## config.mk

```make
export PLATFORM = sky130hd
export DESIGN_NAME = chain_node_frame_receiver
export DESIGN_NICKNAME = d
export VERILOG_FILES = /design/src/design/cnfr_pkg.sv /design/src/design/cnfr_front.sv /design/src/design/cnfr_queue.sv /design/src/design/cnfr_back.sv /design/src/design/chain_node_frame_receiver.sv
export VERILOG_INCLUDE_DIRS = /design/src /design/src/design
export SDC_FILE = /design/constraint.sdc
export NUM_CORES = 1
export LEC_CHECK = 0
export BUFFER_PORTS_ARGS = -buffer_cell sky130_fd_sc_hd__buf_2
export CORE_MARGIN = 3
export CORE_UTILIZATION = 60
export CTS_CLUSTER_SIZE = 10
export DETAILED_ROUTE_END_ITERATION = 8
export PLACE_DENSITY = 0.86
export SLEW_MARGIN = 20
export SYNTH_ARGS = -nofsm -noshare
export SYNTH_HDL_FRONTEND = slang
export SYNTH_SLANG_ARGS = --single-unit
```

## constraint.sdc

```tcl
create_clock -name clk -period 5.2 [get_ports clk]
set_input_delay 1.04 -clock clk [delete_from_list [all_inputs] [get_ports clk]]
set_output_delay 1.04 -clock clk [all_outputs]
set_load 0.01 [all_outputs]
```

## src/design/chain_node_frame_receiver_defines.svh

```systemverilog
// Assertion macros shared by the frame receiver modules.
`ifndef CHAIN_NODE_FRAME_RECEIVER_DEFINES_SVH
`define CHAIN_NODE_FRAME_RECEIVER_DEFINES_SVH

`ifndef SYNTHESIS

// Property must hold at every clock edge outside reset.
`define CNFR_ASSERT(label, clk, rst, prop) \
  label: assert property (@(posedge clk) disable iff (rst) (prop)) \
    else $error("frame receiver assertion failed");

// Expression must never be true outside reset.
`define CNFR_ASSERT_NEVER(label, clk, rst, expr) \
  label: assert property (@(posedge clk) disable iff (rst) !(expr)) \
    else $error("frame receiver forbidden condition seen");

`else

`define CNFR_ASSERT(label, clk, rst, prop)
`define CNFR_ASSERT_NEVER(label, clk, rst, expr)

`endif

`endif

```

## src/design/cnfr_pkg.sv

```systemverilog
package cnfr_pkg;

  localparam logic [7:0] MAGIC_BYTE     = 8'h77;
  localparam logic [7:0] CMD_PING       = 8'h01;
  localparam logic [7:0] ADDR_BROADCAST = 8'hFF;
  localparam logic [7:0] ADDR_ZERO      = 8'h00;
  localparam logic [7:0] NODE_ADDR_RST  = 8'h01;

  localparam logic KIND_PAYLOAD = 1'b0;
  localparam logic KIND_SUMMARY = 1'b1;

  // Parser phases
  localparam logic [2:0] PH_MAGIC   = 3'd0;
  localparam logic [2:0] PH_FLAGS   = 3'd1;
  localparam logic [2:0] PH_DEST    = 3'd2;
  localparam logic [2:0] PH_SRC     = 3'd3;
  localparam logic [2:0] PH_CMD     = 3'd4;
  localparam logic [2:0] PH_LEN     = 3'd5;
  localparam logic [2:0] PH_PAYLOAD = 3'd6;
  localparam logic [2:0] PH_SUM     = 3'd7;

  localparam int QUEUE_DEPTH = 2;
  localparam int QPTR_W      = $clog2(QUEUE_DEPTH);
  localparam int QCNT_W      = $clog2(QUEUE_DEPTH + 1);

  // One classified event handed from the parser to the result stage.
  typedef struct packed {
    logic       kind;
    logic [7:0] payload_byte;
    logic       response_flag;
    logic [7:0] dest_addr;
    logic [7:0] source_addr;
    logic [7:0] command_code;
    logic [7:0] payload_length;
    logic       magic_ok;
    logic       checksum_ok;
  } cnfr_entry_t;

  typedef struct packed {
    logic empty;
    logic full;
  } cnfr_qstat_t;

endpackage

```

## src/design/cnfr_front.sv

```systemverilog
module cnfr_front import cnfr_pkg::*; (
  input  logic        clk,
  input  logic        rst,
  input  logic        take,
  input  logic [7:0]  data_byte,
  output logic        push,
  output cnfr_entry_t entry
);

  logic [2:0]  phase;
  logic [7:0]  bytes_left;
  logic        resp_reg;
  logic [7:0]  dest_reg;
  logic [7:0]  src_reg;
  logic [7:0]  cmd_reg;
  logic [7:0]  len_reg;
  logic        magic_reg;
  logic [15:0] sum_acc;
  logic [7:0]  sum_low_byte;
  logic        last_sum_byte;

  assign last_sum_byte = (phase == PH_SUM) && (bytes_left != 8'd2);

  always_ff @(posedge clk) begin
    if (rst) begin
      phase      <= PH_MAGIC;
      bytes_left <= 8'd0;
    end else if (take) begin
      unique case (phase)
        PH_MAGIC: phase <= PH_FLAGS;
        PH_FLAGS: phase <= PH_DEST;
        PH_DEST:  phase <= PH_SRC;
        PH_SRC:   phase <= PH_CMD;
        PH_CMD:   phase <= PH_LEN;
        PH_LEN: begin
          if (data_byte == 8'd0) begin
            phase      <= PH_SUM;
            bytes_left <= 8'd2;
          end else begin
            phase      <= PH_PAYLOAD;
            bytes_left <= data_byte;
          end
        end
        PH_PAYLOAD: begin
          if (bytes_left == 8'd1) begin
            phase      <= PH_SUM;
            bytes_left <= 8'd2;
          end else begin
            bytes_left <= bytes_left - 8'd1;
          end
        end
        PH_SUM: begin
          if (bytes_left == 8'd2) begin
            bytes_left <= 8'd1;
          end else begin
            phase      <= PH_MAGIC;
            bytes_left <= 8'd0;
          end
        end
        default: phase <= PH_MAGIC;
      endcase
    end
  end

  // Header capture and running sum
  always_ff @(posedge clk) begin
    if (take) begin
      case (phase)
        PH_MAGIC:   magic_reg <= (data_byte == MAGIC_BYTE);
        PH_FLAGS:   resp_reg  <= data_byte[0];
        PH_DEST:    dest_reg  <= data_byte;
        PH_SRC:     src_reg   <= data_byte;
        PH_CMD:     cmd_reg   <= data_byte;
        PH_LEN: begin
          len_reg <= data_byte;
          sum_acc <= 16'd0;
        end
        PH_PAYLOAD: sum_acc <= sum_acc + {8'd0, data_byte};
        PH_SUM: begin
          if (bytes_left == 8'd2) sum_low_byte <= data_byte;
        end
        default: ;
      endcase
    end
  end

  assign push = take && ((phase == PH_PAYLOAD) || last_sum_byte);

  always_comb begin
    entry = '0;
    if (phase == PH_PAYLOAD) begin
      entry.kind         = KIND_PAYLOAD;
      entry.payload_byte = data_byte;
    end else begin
      entry.kind           = KIND_SUMMARY;
      entry.response_flag  = resp_reg;
      entry.dest_addr      = dest_reg;
      entry.source_addr    = src_reg;
      entry.command_code   = cmd_reg;
      entry.payload_length = len_reg;
      entry.magic_ok       = magic_reg;
      entry.checksum_ok    = ({data_byte, sum_low_byte} == sum_acc);
    end
  end

endmodule

```

## src/design/cnfr_queue.sv

```systemverilog
`include "chain_node_frame_receiver_defines.svh"

module cnfr_queue import cnfr_pkg::*; (
  input  logic        clk,
  input  logic        rst,
  input  logic        push,
  input  cnfr_entry_t push_entry,
  input  logic        pop,
  output cnfr_entry_t head,
  output cnfr_qstat_t stat
);

  cnfr_entry_t       slots [QUEUE_DEPTH];
  logic [QPTR_W-1:0] wr_ptr;
  logic [QPTR_W-1:0] rd_ptr;
  logic [QCNT_W-1:0] count;

  function automatic logic [QPTR_W-1:0] ptr_inc(input logic [QPTR_W-1:0] p);
    ptr_inc = (p == QPTR_W'(QUEUE_DEPTH - 1)) ? '0 : p + 1'b1;
  endfunction

  always_ff @(posedge clk) begin
    if (rst) begin
      wr_ptr <= '0;
      rd_ptr <= '0;
      count  <= '0;
    end else begin
      if (push) wr_ptr <= ptr_inc(wr_ptr);
      if (pop)  rd_ptr <= ptr_inc(rd_ptr);
      if (push && !pop)      count <= count + 1'b1;
      else if (pop && !push) count <= count - 1'b1;
    end
  end

  always_ff @(posedge clk) begin
    if (push) slots[wr_ptr] <= push_entry;
  end

  assign head       = slots[rd_ptr];
  assign stat.empty = (count == '0);
  assign stat.full  = (count == QCNT_W'(QUEUE_DEPTH));

  `CNFR_ASSERT_NEVER(a_no_overflow, clk, rst, push && stat.full && !pop)
  `CNFR_ASSERT_NEVER(a_no_underflow, clk, rst, pop && stat.empty)
  `CNFR_ASSERT(a_count_bound, clk, rst, count <= QCNT_W'(QUEUE_DEPTH))

endmodule

```

## src/design/cnfr_back.sv

```systemverilog
module cnfr_back import cnfr_pkg::*; (
  input  logic        clk,
  input  logic        rst,
  input  logic        cfg_we,
  input  logic [7:0]  cfg_wdata,
  input  cnfr_entry_t head,
  input  cnfr_qstat_t stat,
  output logic        pop,
  input  logic        out_ready,
  output logic        out_valid,
  output cnfr_entry_t res,
  output logic        res_accept,
  output logic        res_forward,
  output logic        res_ping
);

  logic [7:0] node_address;
  logic       acc_next;
  logic       fwd_next;
  logic       ping_next;
  logic       is_sum;

  always_ff @(posedge clk) begin
    if (rst) node_address <= NODE_ADDR_RST;
    else if (cfg_we) node_address <= cfg_wdata;
  end

  assign is_sum    = (head.kind == KIND_SUMMARY);
  assign acc_next  = is_sum && ((head.dest_addr == node_address) ||
                                (head.dest_addr == ADDR_ZERO) ||
                                (head.dest_addr == ADDR_BROADCAST));
  assign fwd_next  = is_sum && (head.dest_addr != node_address) &&
                     (head.dest_addr != ADDR_ZERO);
  assign ping_next = acc_next && !head.response_flag && (head.command_code == CMD_PING);

  // Load the output register whenever the queue holds an entry and the register is free or being drained
  assign pop = !stat.empty && (!out_valid || out_ready);

  always_ff @(posedge clk) begin
    if (rst) out_valid <= 1'b0;
    else if (pop) out_valid <= 1'b1;
    else if (out_ready) out_valid <= 1'b0;
  end

  always_ff @(posedge clk) begin
    if (pop) begin
      res         <= head;
      res_accept  <= acc_next;
      res_forward <= fwd_next;
      res_ping    <= ping_next;
    end
  end

endmodule

```

## src/design/chain_node_frame_receiver.sv

```systemverilog
// Frame receiver for one daisy-chain port.
// Input channel: in_valid / in_ready with data_byte, one received byte per
// transfer. Output channel: out_valid / out_ready with the result fields.
// Each payload byte gives a kind 0 result; the last checksum byte of a frame
// gives a kind 1 summary with header fields, magic and checksum checks and
// the accept / forward / ping decisions. Header bytes and the first checksum
// byte give no result.
// Configuration: cfg_we with cfg_wdata writes node_address (reset value 1).
// Result path: the parser writes each result into the two-entry queue at the
// byte transfer edge, and the result stage loads it from the queue into the
// output register, which then offers it on the output.
// Throughput: one byte per cycle while the queue is not full, set by the byte
// parser and the queue pop path both running every cycle.
// Reset: parser returns to expecting the magic byte, queue and output empty,
// node_address back to 1.
// When the receiver stalls, the result stays in the output register, the
// queue fills, and in_ready drops once the queue is full; bytes that make no
// result are still held off while the queue is full.
`include "chain_node_frame_receiver_defines.svh"

module chain_node_frame_receiver import cnfr_pkg::*; (
  input  logic       clk,
  input  logic       rst,
  input  logic       cfg_we,
  input  logic [7:0] cfg_wdata,
  input  logic       in_valid,
  output logic       in_ready,
  input  logic [7:0] data_byte,
  output logic       out_valid,
  input  logic       out_ready,
  output logic       kind,
  output logic [7:0] payload_byte,
  output logic       response_flag,
  output logic [7:0] dest_addr,
  output logic [7:0] source_addr,
  output logic [7:0] command_code,
  output logic [7:0] payload_length,
  output logic       magic_ok,
  output logic       checksum_ok,
  output logic       accept,
  output logic       forward,
  output logic       ping_request
);

  logic        take;
  logic        push;
  logic        pop;
  cnfr_entry_t push_entry;
  cnfr_entry_t head;
  cnfr_entry_t res;
  cnfr_qstat_t stat;

  assign in_ready = !stat.full;
  assign take     = in_valid && in_ready;

  cnfr_front u_front (
    .clk       (clk),
    .rst       (rst),
    .take      (take),
    .data_byte (data_byte),
    .push      (push),
    .entry     (push_entry)
  );

  cnfr_queue u_queue (
    .clk        (clk),
    .rst        (rst),
    .push       (push),
    .push_entry (push_entry),
    .pop        (pop),
    .head       (head),
    .stat       (stat)
  );

  cnfr_back u_back (
    .clk         (clk),
    .rst         (rst),
    .cfg_we      (cfg_we),
    .cfg_wdata   (cfg_wdata),
    .head        (head),
    .stat        (stat),
    .pop         (pop),
    .out_ready   (out_ready),
    .out_valid   (out_valid),
    .res         (res),
    .res_accept  (accept),
    .res_forward (forward),
    .res_ping    (ping_request)
  );

  assign kind           = res.kind;
  assign payload_byte   = res.payload_byte;
  assign response_flag  = res.response_flag;
  assign dest_addr      = res.dest_addr;
  assign source_addr    = res.source_addr;
  assign command_code   = res.command_code;
  assign payload_length = res.payload_length;
  assign magic_ok       = res.magic_ok;
  assign checksum_ok    = res.checksum_ok;

  `CNFR_ASSERT(a_summary_no_byte, clk, rst, (out_valid && kind) |-> (payload_byte == 8'd0))
  `CNFR_ASSERT(a_payload_no_flags, clk, rst,
    (out_valid && !kind) |-> !(accept || forward || ping_request || magic_ok || checksum_ok))
  `CNFR_ASSERT(a_acc_fwd_bcast, clk, rst,
    (out_valid && accept && forward) |-> (dest_addr == ADDR_BROADCAST) || (dest_addr != ADDR_ZERO))

endmodule

```

==> Word level (Yosys, flattened, before mapping) <==
Memory sizes are Yosys's and may differ from the RTL's. A register that Yosys moved wholly into a read port is not among the register bits.
Index checks and enable logic that the tools add are counted.
{ "classes": {"n_reduce_logical": 40, "addsub": 6, "eq_ne": 19, "mux": 22} }
{ "op_table": {"columns": ["operator", "count"], "rows": [
  ["2-to-1 mux 35 bit", 1],
  ["one-hot mux 16 bit (2 select lines)", 1],
  ["2-to-1 mux 8 bit", 3],
  ["one-hot mux 3 bit (8 select lines)", 1],
  ["one-hot mux 8 bit (3 select lines)", 1],
  ["adder 16 x 8 -> 16 bit", 1],
  ["equality test 16 bit", 1],
  ["equality test 8 x 1 -> 1 bit (second input constant)", 2],
  ["logical NOT 8 bit", 2],
  ["AND reduction 2 bit", 8],
  ["equality test 3 bit (second input constant)", 4],
  ["logical AND 1 bit", 11],
  ["2-to-1 mux 1 bit", 11],
  ["equality test 8 x 2 -> 1 bit (second input constant)", 1],
  ["equality test 8 x 7 -> 1 bit (second input constant)", 1],
  ["equality test 8 bit", 1],
  ["equality test 8 bit (second input constant)", 1],
  ["!= test 8 x 2 -> 1 bit (second input constant)", 1],
  ["!= test 8 bit", 1],
  ["nonzero test 8 bit", 1],
  ["subtractor 8 x 1 -> 8 bit (second input constant)", 1],
  ["equality test 3 x 2 -> 1 bit (second input constant)", 2],
  ["logical NOT 1 bit", 6],
  ["2-to-1 mux 3 bit", 2],
  ["14 further kinds", 22]
]} }
{ "totals": {"in_bits": 21, "ramBits": 88, "mem_count": 1, "output_inout_bits": 49, "register_bits": 129, "word_cells": 115} }
{ "mem_list": {"columns": ["name", "depth", "width", "rd", "rd_clocked_by_memory_dff", "write_ports", "line", "rtl"], "rows": [
  ["u_queue.slots", 2, 44, 1, 1, 1, "cnfr_queue.sv:13", "cnfr_entry_t slots [QUEUE_DEPTH];"]
]} }

==> Depth between registers and ports, before layout <==
{ "depth": {"depth_word": 8, "ltp_mapped": 10, "ltp_nobuf": 8} }

==> Modules after synthesis <==
From an unflattened synthesis, not the netlist that was laid out.
{ "unflattened": {"hier_cells": 600, "area_unflattened_um2": 9059.9} }
{ "modules_own_cells": {"columns": ["mod", "seq_area_each_um2", "cells_per_inst", "instances", "area_per_inst_um2"], "rows": [
  ["cnfr_front", 1961.9, 338, 1, 3772.4],
  ["cnfr_queue", 2742.6, 159, 1, 3380.7],
  ["cnfr_back", 1591.5, 101, 1, 1896.8],
  ["chain_node_frame_receiver", 0.0, 2, 1, 10.0]
]} }

==> Worst setup path after synthesis <==
OpenSTA, ideal clock, no wires.
{ "synth_path": {"path_type": "input port to flip-flop", "startpoint": "in in_valid", "endpoint": "mem u_queue.slots[0][0] (netlist name) (enable)", "t_required_ns": 4.749, "n_path_buf": 1, "arrival_time_ns": 3.603, "path_slack_ns": 1.146, "setup_ns": 0.451, "stages": 4, "path_cell_list": "o2111ai_1 clkbuf_1 a21oi_2 nor2b_1"} }
{ "synth_via": {"elab_chain_len": 4} }
{ "synth_rtl": {"columns": ["item", "line", "rtl"], "rows": [
  ["start, declared", "chain_node_frame_receiver.sv:26", "input logic in_valid,"],
  ["logical AND 1 bit", "chain_node_frame_receiver.sv:54", "assign take = in_valid && in_ready;"],
  ["logical AND 1 bit", "cnfr_front.sv:87", "assign push = take && ((phase == PH_PAYLOAD) || last_sum_byte);"],
  ["named net push", "chain_node_frame_receiver.sv:46", "logic push;"],
  ["2-to-1 mux 1 bit", "cnfr_queue.sv:36", "if (push) slots[wr_ptr] <= push_entry;"],
  ["2-to-1 mux 1 bit (implied by the code)", "cnfr_queue.sv:36", null],
  ["end, declared", "cnfr_queue.sv:13", null]
]} }
The timed path passes the listed nets, and every way through them passes these cells.

==> Worst setup path in the final report <==
{ "layout_path": {"startpoint": "reg u_front.phase[0]", "endpoint": "mem u_queue.slots[1][6] (netlist name) (enable)"} }
{ "layout_via": {"elab_chain_len": 6, "word_cells_on_any_way": 7, "classes_between": "2 x eq/ne; 2 x mux; 3 x reduce/logical"} }
{ "layout_rtl": {"columns": ["item", "line", "rtl"], "rows": [
  ["start, declared", "cnfr_front.sv:10", "logic [2:0] phase;"],
  ["start signal, assigned", "cnfr_front.sv:26", "phase <= PH_MAGIC;"],
  ["start signal, assigned", "cnfr_front.sv:30", "PH_MAGIC: phase <= PH_FLAGS;"],
  ["start signal, assigned", "cnfr_front.sv:31", "PH_FLAGS: phase <= PH_DEST;"],
  ["equality test 3 bit", "cnfr_front.sv:22", "assign last_sum_byte = (phase == PH_SUM) && (bytes_left != 8'd2);"],
  ["logical AND 1 bit", "cnfr_front.sv:22", null],
  ["logical OR 1 bit (*)", "cnfr_front.sv:87", null],
  ["logical AND 1 bit (*)", "cnfr_front.sv:87", null],
  ["named net push", "chain_node_frame_receiver.sv:46", null],
  ["2-to-1 mux 1 bit (*)", "cnfr_queue.sv:36", null],
  ["2-to-1 mux 1 bit (implied by the code) (*)", "cnfr_queue.sv:36", null]
]} }
The timed path passes the listed nets; every way through them passes the cells marked *.

==> parameters.txt <==
Parameter                              Value

Critical path
  Worst Path Buf+Inv    1
  Critical path fanouts, max    44
  Req. time, crit path    5.34 ns
  Launching element type of the critical path    register
  Slack of the worst reg-to-reg path    1.95 ns
  Destination of the worst register-to-register timing path    u_queue.slots[1][6]
  Type of the setup path with the least slack    register to register
  CP arrival    3.39 ns
  Maximum single-stage delay on the critical path    0.92 ns
  Sequence of cells on the critical path    inv_1 -> ha_1 -> o2111ai_1 -> a21oi_2 -> and2_2
  Slowest stage cell on the critical path    sky130_fd_sc_hd__and2_2
  Kind of end point of the critical path    register
  R2R Path Start    u_front.phase[0]
  CP delay by family, top    compound AO/OA/AOI/OAI gates
  Worst Reg-to-Reg Cells    5

Layout
  Post-route cell area    10300 um2
  Layout-stage area growth over the synthesis result    14.58%
  Largest register FFs    88
  Registers with the most flip-flops    u_queue.slots x88, u_back.res x44, u_front.sum_acc x16
  Fraction of final layout cells with drive strength greater than 1    0.1766
  Fill count    907
  Register with the most flip-flops    u_queue.slots
  Number of antenna repair diodes    0
  Number of nets in the final layout    720

Pwr
  Static leakage power    3.596 nW
  Tot Pwr    4.418 mW
  Areal power density over the cells    428.8 nW/um2
  Worst supply voltage drop on vdd    257.8 uV

Synthesis
  Largest family of logic cells by synthesized area    simple AND/OR/NAND/NOR gates
  Post-synthesis sequential area ratio    0.7002
  Total nets after synthesis    641
  Count leader, synth    sky130_fd_sc_hd__edfxtp_1
  Leading register cell type out of synthesis    sky130_fd_sc_hd__edfxtp_1
  Cell type contributing the most total cell area after synthesis    sky130_fd_sc_hd__edfxtp_1
  Post-synthesis average cell area    14.91 um2
  Simple-gate share of the synthesized area    0.1016
  Most common library cells after synthesis    sky130_fd_sc_hd__edfxtp_1, sky130_fd_sc_hd__and2_1, sky130_fd_sc_hd__nor2_1
  Share of cell area taken by muxes after synthesis    0.06567
  Number of register bits inferred by synthesis    218
  Synthesized-area fraction occupied by adder cells    0.02449
  Count of yosys warnings during synthesis    0
  Leading post-synthesis cells by cell area    sky130_fd_sc_hd__edfxtp_1, sky130_fd_sc_hd__dfxtp_1, sky130_fd_sc_hd__mux2_1
  Async set-or-reset flop fraction in the synthesized netlist    0
  Area share of the leading cell type in the synthesized netlist    0.6445
  Cell Area, Synth    8992 um2
  XOR/XNOR Fraction of Synth Area    0.03506
  Synthesized instance count    603
  Post-synthesis compound-gate area fraction    0.05635
  EDFF count, synth    193
  Count of unique library cells instantiated by Yosys    54

Detailed routing
  Number of vias after detailed routing    5253
  Number of remaining DRC errors    0
  Wirelength, routed    17.07 mm
  Pre-Repair DR Iteration Count    5
  Detail-routed via count per cell    5.929
  Drt wl/cell    19.26 um
  Antenna violation net count after detailed routing    0
  Number of DRC markers in iteration 0    491

Global route
  Total congestion overflow    0
  First-pass GRT wire length    27.41 mm
  Number of global-route vias before repair    5365
  Largest net degree at the start of global routing    57
  Number of antenna violations at the first check in global routing    0
  Total global-route track usage    0.2090

Floorplan
  Initial core utilization    0.6164
  Standard cell core area    14590 um2
  Area of the die    16490 um2
  Number of I/O pins    70
  Vert. Die Dim    128.4 um
  Die width    128.4 um
  Site Rows    44

Status
  Status    completed

Timing
  Number of failing hold endpoints at the final stage    0
  Final period util    0.6245
  Minimum clock period after layout    3.247 ns
  Worst relative slew slack    0.2815
  Transition time at the pin with the least slew margin    1.078 ns
  Finish-stage setup viols    0
  Skew final    0.01803 ns
  Number of slew-limit violations in the final report    0
  Total negative slack    0 ns
  RSZ-0062 raised after global routing    false
  Highest clock frequency the design can meet    308.0 MHz

Clock tree
  Post-CTS Setup Bufs    0
  # clock sinks    218
  Clock Path Buffers    3
  Quantity of hold-fixing buffers added after cts    0
  Clock-pin slew of the registers on the worst-case setup and hold paths    0.06 ns
  Number of gates resized after CTS    0
  Deepest level of the CTS H-tree    1
  Skew-Pair Late Insertion Delay    0.52 ns
  CTS tree    done
  CTS buffer count    26
  Cell at the root of the clock tree    sky130_fd_sc_hd__clkbuf_16

Worst hold path
  Hold crit path type    register to register
  Min-Delay Endpoint    u_back.out_valid
  Start point of the worst min-delay path    u_back.out_valid
  Number of instances on the worst hold path    2

Placed design
  Half-perimeter wire length of the detailed placement result    10.44 mm
  Instance area after placement    9530 um2
  Placer's final routability congestion estimate    0.8418
  Port buffer count    69

Job
  Max capacitance violation total    0
-- worst max path at each step --
stage                          start              endpoint  slack, ns  cells past startpoint
floorplan                   in_valid   u_queue.slots[0][0]       1.15                      4
global placement            in_valid  u_queue.slots[0][21]       1.81                      4
detailed placement          in_valid  u_queue.slots[1][21]       1.90                      4
CTS                 u_front.phase[0]  u_queue.slots[1][37]       1.99                      5
global route        u_front.phase[0]  u_queue.slots[1][40]       1.69                      5
finish              u_front.phase[0]   u_queue.slots[1][6]       1.95                      5
-- stage by stage --
step | worst slack, ns | cells | utilization | hold WS [ns]
2_1_floorplan | 1.146 | 603 | - | 0.4810
3_3_place_gp | 1.807 | 837 | 0.6514 | 0.4922
3_5_place_dp | 1.897 | 838 | 0.6533 | 0.5010
4_1_cts | 1.992 | 886 | 0.7061 | 0.5119
5_1_grt | 1.693 | 886 | 0.7063 | 0.5350
6_report | 1.953 | 886 | 0.7063 | 0.5112
-- logic make-up (layout without fill, tap and decap cells) --
kind of cell | Yosys count | in the layout
flip-flops | 218 | 218
AND/OR/NAND/NOR | 166 | 166
AO/OA/AOI/OAI | 76 | 76
multiplexers | 53 | 53
buffers and inverters | 37 | 136
XOR/XNOR | 36 | 36
adder cells (fa/ha/maj) | 17 | 17
-- cell usage in the layout (no fill, tap or decap), types with 24 or more instances in the layout --
cell type / synthesis / layout
sky130_fd_sc_hd__dfxtp_1: 25 / 24
sky130_fd_sc_hd__and2_1: 40 / 39
sky130_fd_sc_hd__buf_2: 3 / 69
sky130_fd_sc_hd__nand2_1: 24 / 24
sky130_fd_sc_hd__mux2_1: 30 / 30
sky130_fd_sc_hd__xnor2_1: 24 / 24
sky130_fd_sc_hd__clkbuf_16: 0 / 26
sky130_fd_sc_hd__edfxtp_1: 193 / 193
sky130_fd_sc_hd__nor2_1: 36 / 36
-- layout make-up --
class / count / area, um2 / share of cell area
Clock buffer: 46 / 745.7 / 0.07237
Clock inverter: 2 / 25.02 / 0.002429
Inverter: 16 / 60.06 / 0.005829
Multi-Input combinational cell: 348 / 2555 / 0.2480
Sequential cell: 218 / 6300 / 0.6114
Tap cell: 184 / 230.2 / 0.02234
Timing Repair Buffer: 72 / 387.9 / 0.03764
-- power by group --
group          internal [mW]  switching (mW)  total [mW]  leakage, nW
Clock                  0.966           0.648        1.61        0.367
Combinational          0.233           0.348       0.581         1.25
Sequential              2.12           0.105        2.22         1.98
Total                   3.32            1.10        4.42         3.60
-- worst min-delay path, delay by kind of cell, from the launching register on --
| family | cells | cell delay [ns] |
|---|---|---|
| DFF | 1 | 0.30 |
| and+or+nand+nor | 1 | 0.09 |
| AOI/OAI and AO/OA | 1 | 0.07 |
-- per-layer routing --
metal | global-route usage | wire length, um | up-vias
met5 | 0 | 0 | -
met4 | 0.06742 | 515 | 0
met3 | 0.03861 | 1089 | 47
met2 | 0.3466 | 8341 | 209
met1 | 0.2836 | 7120 | 2565
li1 | - | - | 2432
Power figures use the tool's default switching activity.
